[src/sv/bwsk_pkg.sv]
// ---------------------------------------------------------------------------
// bwsk_pkg
// Shared types and constants of the Blackman-windowed sinc kernel.
// ---------------------------------------------------------------------------
package bwsk_pkg;

   localparam logic [7:0]  MAX_HALF_WIDTH   = 8'd128;
   localparam logic [7:0]  HALF_WIDTH_RESET = 8'd4;

   localparam logic [31:0] PI_Q30  = 32'd3373259426;
   localparam logic [30:0] Q30_ONE = 31'h4000_0000;

   // reciprocal scale for exact division by small constants
   localparam int RECIP_SHIFT = 34;

   localparam int HORNER_STEPS  = 5;
   localparam int SINE_LATENCY  = 3 * HORNER_STEPS + 3;

   localparam logic [6:0] HORNER_DIV [HORNER_STEPS] = '{
      7'd110, 7'd72, 7'd42, 7'd20, 7'd6
   };
   localparam logic [31:0] HORNER_MUL [HORNER_STEPS] = '{
      32'((64'd1 << RECIP_SHIFT) / 64'd110),
      32'((64'd1 << RECIP_SHIFT) / 64'd72),
      32'((64'd1 << RECIP_SHIFT) / 64'd42),
      32'((64'd1 << RECIP_SHIFT) / 64'd20),
      32'((64'd1 << RECIP_SHIFT) / 64'd6)
   };

   localparam logic [30:0] WIN_BASE = 31'((64'd42 * 64'd1073741824) / 64'd100);
   localparam logic [6:0]  WIN_DIV  = 7'd25;
   localparam logic [31:0] WIN_MUL  = 32'((64'd1 << RECIP_SHIFT) / 64'd25);

   localparam int DIV_REM_W = 40;
   localparam int DIV_BITS  = 31;

   typedef struct packed {
      logic [DIV_REM_W-1:0] rem;
      logic [DIV_REM_W-1:0] divisor;
      logic [DIV_BITS-1:0]  bits;
      logic [DIV_BITS-1:0]  quot;
   } div_lane_type;

   typedef struct packed {
      logic [30:0] z;
      logic [31:0] z2;
      logic [30:0] r;
   } sine_lane_type;

endpackage

[src/sv/bwsk_div_cell.sv]
// ---------------------------------------------------------------------------
// bwsk_div_cell
// One restoring division step: shifts in one dividend bit, emits one
// quotient bit and hands the partial remainder to the next cell.
// ---------------------------------------------------------------------------
module bwsk_div_cell (
   input  logic                   clock,
   input  logic                   advance,
   input  bwsk_pkg::div_lane_type prev_lane,
   output bwsk_pkg::div_lane_type next_lane
);
   import bwsk_pkg::*;

   logic [DIV_REM_W:0] trial;
   logic [DIV_REM_W:0] diff;
   logic               fits;
   div_lane_type       lane_in;
   div_lane_type       lane_ff;

   always_comb begin
      trial = {prev_lane.rem, prev_lane.bits[DIV_BITS-1]};
      diff  = trial - {1'b0, prev_lane.divisor};
      fits  = trial >= {1'b0, prev_lane.divisor};
      lane_in.rem     = fits ? diff[DIV_REM_W-1:0] : trial[DIV_REM_W-1:0];
      lane_in.divisor = prev_lane.divisor;
      lane_in.bits    = {prev_lane.bits[DIV_BITS-2:0], 1'b0};
      lane_in.quot    = {prev_lane.quot[DIV_BITS-2:0], fits};
   end

   always_ff @(posedge clock) begin
      if (advance) begin
         lane_ff <= lane_in;
      end
   end

   assign next_lane = lane_ff;

endmodule

[config.mk]
export PLATFORM = sky130hd
export DESIGN_NAME = bwsk_div_cell
export DESIGN_NICKNAME = d
export VERILOG_FILES = /design/src/sv/bwsk_pkg.sv /design/src/sv/bwsk_div_cell.sv
export SDC_FILE = /design/constraint.sdc
export NUM_CORES = 1
export LEC_CHECK = 0
export BUFFER_PORTS_ARGS = -buffer_cell sky130_fd_sc_hd__buf_2
export CORE_MARGIN = 4
export CORE_UTILIZATION = 30
export DETAILED_ROUTE_END_ITERATION = 10
export RECOVER_POWER = 50
export SYNTH_ARGS = -nofsm -noshare
export SYNTH_HDL_FRONTEND = slang
export SYNTH_SLANG_ARGS = --single-unit
[constraint.sdc]
create_clock -name clock -period 4.1 [get_ports clock]
set_clock_uncertainty 0.05 [all_clocks]
set_input_delay 0.615 -clock clock [delete_from_list [all_inputs] [get_ports clock]]
set_output_delay 0.615 -clock clock [all_outputs]
set_load 0.01 [all_outputs]
==> flow_results.org <==
** Place
- Detail Placement HPWL :: 16.8 mm
- Number of placed cells counting well taps :: 1,226
- Final weighted congestion in routability-driven placement :: 0.854
- Count of buffers from port buffering :: 283

** Clock tree
- Clock-pin slew was measured on the worst setup and hold paths at 0.07 ns.
- Counting every sink on the clock net gives 141.
- H-tree lvl count :: 4
- After clock tree synthesis, the setup repair step added 0 buffers.
- Post-CTS repair changed the size of 0 cells.
- Clock tree from TritonCTS :: yes
- Clock buffers created by TritonCTS :: 17
- Hold repair after CTS inserted 0 buffers.
- Clock root cell :: sky130_fd_sc_hd__clkbuf_16
- Deepest clock path buffer count :: 2

** STA
- Slew at the pin closest to its max-slew limit :: 1.96 ns
- Fin Setup TNS :: 0 ns
- Max-slew headroom at the worst pin :: -0.309
- The total count of max-transition violations in the final report was 77.
- The routed design could run at a clock period as short as 3.17 ns.
- Setup violations remaining at the end of the flow were counted as 0.
- The total count of hold-check failures in the final report is 0.
- Maximum clock frequency :: 0.316 GHz
- In the finished design, the share of the clock period the worst path needs comes to 0.772.
- Unrepaired setup endpoints after global routing :: false

** Floorplan
- Area of the placeable core :: 0.0244 mm2
- For this configuration, the core starts out at a cell density of 0.305.
- The die covers 0.0274 mm2.
- Die height :: 165 um
- Measured along the x axis, the die boundary spans 165 um.
- The floorplan has 57 rows.
- Top-level I/O count :: 286

** Detailed routing
- After detailed routing, the number of vias per cell comes to 4.68.
- Residual DRC :: 0
- Count of routing violations after the opening detailed-route iteration :: 353
- Routed vias :: 5,897
- ANT nets after route :: 0
- In the final routed layout, each cell accounts on average for 17.0 um.
- Number of detailed-routing iterations run before antenna repair :: 4
- The final layout contains routed wiring with a total length of 21.4 mm.

** Finish
- Filler cells :: 2,472
- The register with the most flip-flops in the layout has 141 of them.
- Share of layout cells above drive strength 1 :: 0.330
- For this run, the number of standard cells in the final layout without fillers is 1,259.
- Synthesis-to-layout area growth :: 29.7%
- The final layout contains 1,106 nets.
- Final core area utilization :: 0.396

** Run status
- The run finished, with violations left.
- The checks that failed: capacitance limit, slew limit.

** Job
- Across the run, the number of max-cap violations was 1.

** Worst setup path
- STA classifies the critical path startpoint as an input port.
- By startpoint and endpoint, the worst setup path is classified as in2reg.
- Required @ worst endpoint :: 4.21 ns
- The critical path goes through buf_2 > inv_1 > ha_1 > a21oi_1 > o21ai_0 > or3_1 > a21oi_2 > o21ai_2 > a31oi_4 > buf_12 > mux2_2.
- Category of cells accounting for the largest share of critical-path delay :: compound AO/OA/AOI/OAI gates
- Largest fanout on the critical path :: 39
- Stage delay of the slowest cell on the critical path :: 0.42 ns
- Worst EP arrival :: 3.28 ns
- Crit end category :: flip-flop
- On the critical path, the stage with the largest delay is an instance of sky130_fd_sc_hd__ha_1.
- CP bufs+invs :: 3

** Logic synthesis
- In the synthesized netlist the dominant register cell turns out to be sky130_fd_sc_hd__edfxtp_1.
- Post-synthesis sequential element count :: 141
- Netlist area before placement :: 0.00744 mm2
- In the synthesized netlist, the number of instances is 648.
- Number of synthesized flops with an enable pin :: 141
- After synthesis, the cell types taking the most area are sky130_fd_sc_hd__edfxtp_1 57%, sky130_fd_sc_hd__ha_1 6.7%, sky130_fd_sc_hd__nand2_1 3.6%, sky130_fd_sc_hd__o21ai_0 3.5%, sky130_fd_sc_hd__a21oi_1 2.7%.
- In the synthesized netlist the async set-or-reset flop fraction comes to 0.
- The number of nets in the synthesized netlist is 833.
- The average instance in the mapped netlist occupies 11.5 um2.
- Summed over all instances, the cell type with the most area after synthesis is sky130_fd_sc_hd__edfxtp_1.
- Synth warnings :: 0
- Counting distinct cell types in the post-synthesis netlist gives 66.
- The share of the Yosys chip area taken by registers is 0.569.
- Of the post-synthesis cell area, the dominant cell type holds 0.569.

** Hold path
- Type of the worst min-delay path :: in2reg

** Global route
- Sum of overflow across all layers after global routing :: 0
- The number of antenna violations at the first check in global routing came to 2.
- The first global-routing pass estimated 31.6 mm of wire.
- Number of global-route vias before repair :: 5,771
- Entering global routing, the biggest net connects 77 pins.
- For this run, the total global-route usage over all layers was measured as 0.150.

** Power and ir drop
- Leakage power :: 4.13 nW
- VDD sags by at most 245 uV.
- Pwr dens :: 432 mW/mm2
[synthesized netlist by cell type, types with 3 or more instances]
cell type / n
sky130_fd_sc_hd__o221ai_1: 3
sky130_fd_sc_hd__nand4_1: 16
sky130_fd_sc_hd__a211oi_1: 4
sky130_fd_sc_hd__a21oi_1: 40
sky130_fd_sc_hd__o211ai_1: 5
sky130_fd_sc_hd__clkbuf_2: 3
sky130_fd_sc_hd__clkbuf_1: 15
sky130_fd_sc_hd__xor2_1: 16
sky130_fd_sc_hd__nor4_1: 5
sky130_fd_sc_hd__nand2_1: 71
sky130_fd_sc_hd__buf_2: 4
sky130_fd_sc_hd__o21bai_1: 5
sky130_fd_sc_hd__xnor2_1: 18
sky130_fd_sc_hd__o21ai_1: 4
sky130_fd_sc_hd__mux2i_1: 4
sky130_fd_sc_hd__o21ai_0: 52
sky130_fd_sc_hd__buf_4: 9
sky130_fd_sc_hd__nor2b_1: 6
sky130_fd_sc_hd__edfxtp_1: 141
sky130_fd_sc_hd__a31oi_1: 7
sky130_fd_sc_hd__nand3_1: 13
sky130_fd_sc_hd__nor3_1: 5
sky130_fd_sc_hd__inv_1: 52
sky130_fd_sc_hd__nand2b_1: 4
sky130_fd_sc_hd__and3_1: 3
sky130_fd_sc_hd__nor2_1: 30
sky130_fd_sc_hd__ha_1: 40
sky130_fd_sc_hd__a21oi_2: 4
sky130_fd_sc_hd__buf_6: 3
sky130_fd_sc_hd__a21o_1: 13
sky130_fd_sc_hd__o21a_1: 8
[power by group]
| part | total (W) | switching (W) | internal, W |
|---|---|---|---|
| logic | 0.000857 | 0.000514 | 0.000342 |
| registers | 0.00180 | 0.0000321 | 0.00177 |
| clock network | 0.00151 | 0.000705 | 0.000808 |
| total | 0.00417 | 0.00125 | 0.00292 |
[area by class of cell]
type                       instances  area (um2)  share of cell area
multi-input combinational        419        2800               0.290
timing repair buffer             289        1440               0.149
clock inverter                    15         148              0.0153
clock buffer                      17         425              0.0441
sequential                       141        4230               0.439
tap                              324         405              0.0420
antenna                            1        2.50            0.000259
inverter                          53         199              0.0206
[through the flow]
stage                     power (W)  worst slack [ns]  instance area [um2]  hold WS, ns
final                       0.00417             0.933                 9650        0.313
after global routing        0.00440             0.646                 9650        0.289
after CTS                   0.00425             0.918                 9700        0.293
after detailed placement    0.00270             0.489                 9130        0.744
after global placement      0.00269             0.498                 9130        0.742
after floorplan             0.00234              1.21                 7440        0.664
[per-layer routing]
metal | up-vias | global-route usage | part of all wire
met5 | - | 0 | 0.00065
met4 | 2 | 0.0379 | 0.010
met3 | 17 | 0.0405 | 0.077
met2 | 216 | 0.268 | 0.50
met1 | 2724 | 0.179 | 0.41
li1 | 2938 | - | -
[final timing paths]
check | start | endpoint | slack (ns) | depth (start not counted)
worst max-delay path | prev_lane[72] | next_lane[123] | 0.93 | 11
worst min-delay path | prev_lane[44] | next_lane[45] | 0.31 | 1
[cells in the final DEF, fill, tap and decap left out, types with 3 or more instances in the layout]
cell type / instances
sky130_fd_sc_hd__o21bai_1: 5
sky130_fd_sc_hd__nor3_1: 5
sky130_fd_sc_hd__inv_1: 52
sky130_fd_sc_hd__buf_2: 253
sky130_fd_sc_hd__a21o_1: 13
sky130_fd_sc_hd__nand4_1: 16
sky130_fd_sc_hd__nand3_1: 13
sky130_fd_sc_hd__a21oi_1: 40
sky130_fd_sc_hd__nor2b_1: 6
sky130_fd_sc_hd__o211ai_1: 5
sky130_fd_sc_hd__edfxtp_1: 141
sky130_fd_sc_hd__o221ai_1: 3
sky130_fd_sc_hd__nor4_1: 5
sky130_fd_sc_hd__o21ai_0: 52
sky130_fd_sc_hd__a21oi_2: 4
sky130_fd_sc_hd__nand2_1: 71
sky130_fd_sc_hd__a211oi_1: 4
sky130_fd_sc_hd__nand2b_1: 4
sky130_fd_sc_hd__inv_6: 6
sky130_fd_sc_hd__xnor2_1: 18
sky130_fd_sc_hd__and3_1: 3
sky130_fd_sc_hd__nor2_1: 30
sky130_fd_sc_hd__a31oi_1: 7
sky130_fd_sc_hd__ha_1: 40
sky130_fd_sc_hd__o21ai_1: 4
sky130_fd_sc_hd__inv_8: 3
sky130_fd_sc_hd__o21a_1: 8
sky130_fd_sc_hd__clkbuf_1: 28
sky130_fd_sc_hd__mux2i_1: 4
sky130_fd_sc_hd__xor2_1: 16
sky130_fd_sc_hd__buf_4: 4
sky130_fd_sc_hd__clkbuf_16: 17
[logic make-up (layout without fill, tap and decap cells)]
logic type	Yosys count	after routing	share of synthesized area
simple gates	165	165	0.108
mux	6	6	0.00841
buf+inv	88	374	0.0547
flops	141	141	0.569
compound gates	172	172	0.150
fa+ha+maj	41	41	0.0700
other cells	1	2	0.000504
xor+xnor	34	34	0.0400
(Power assumes the default switching activity.)
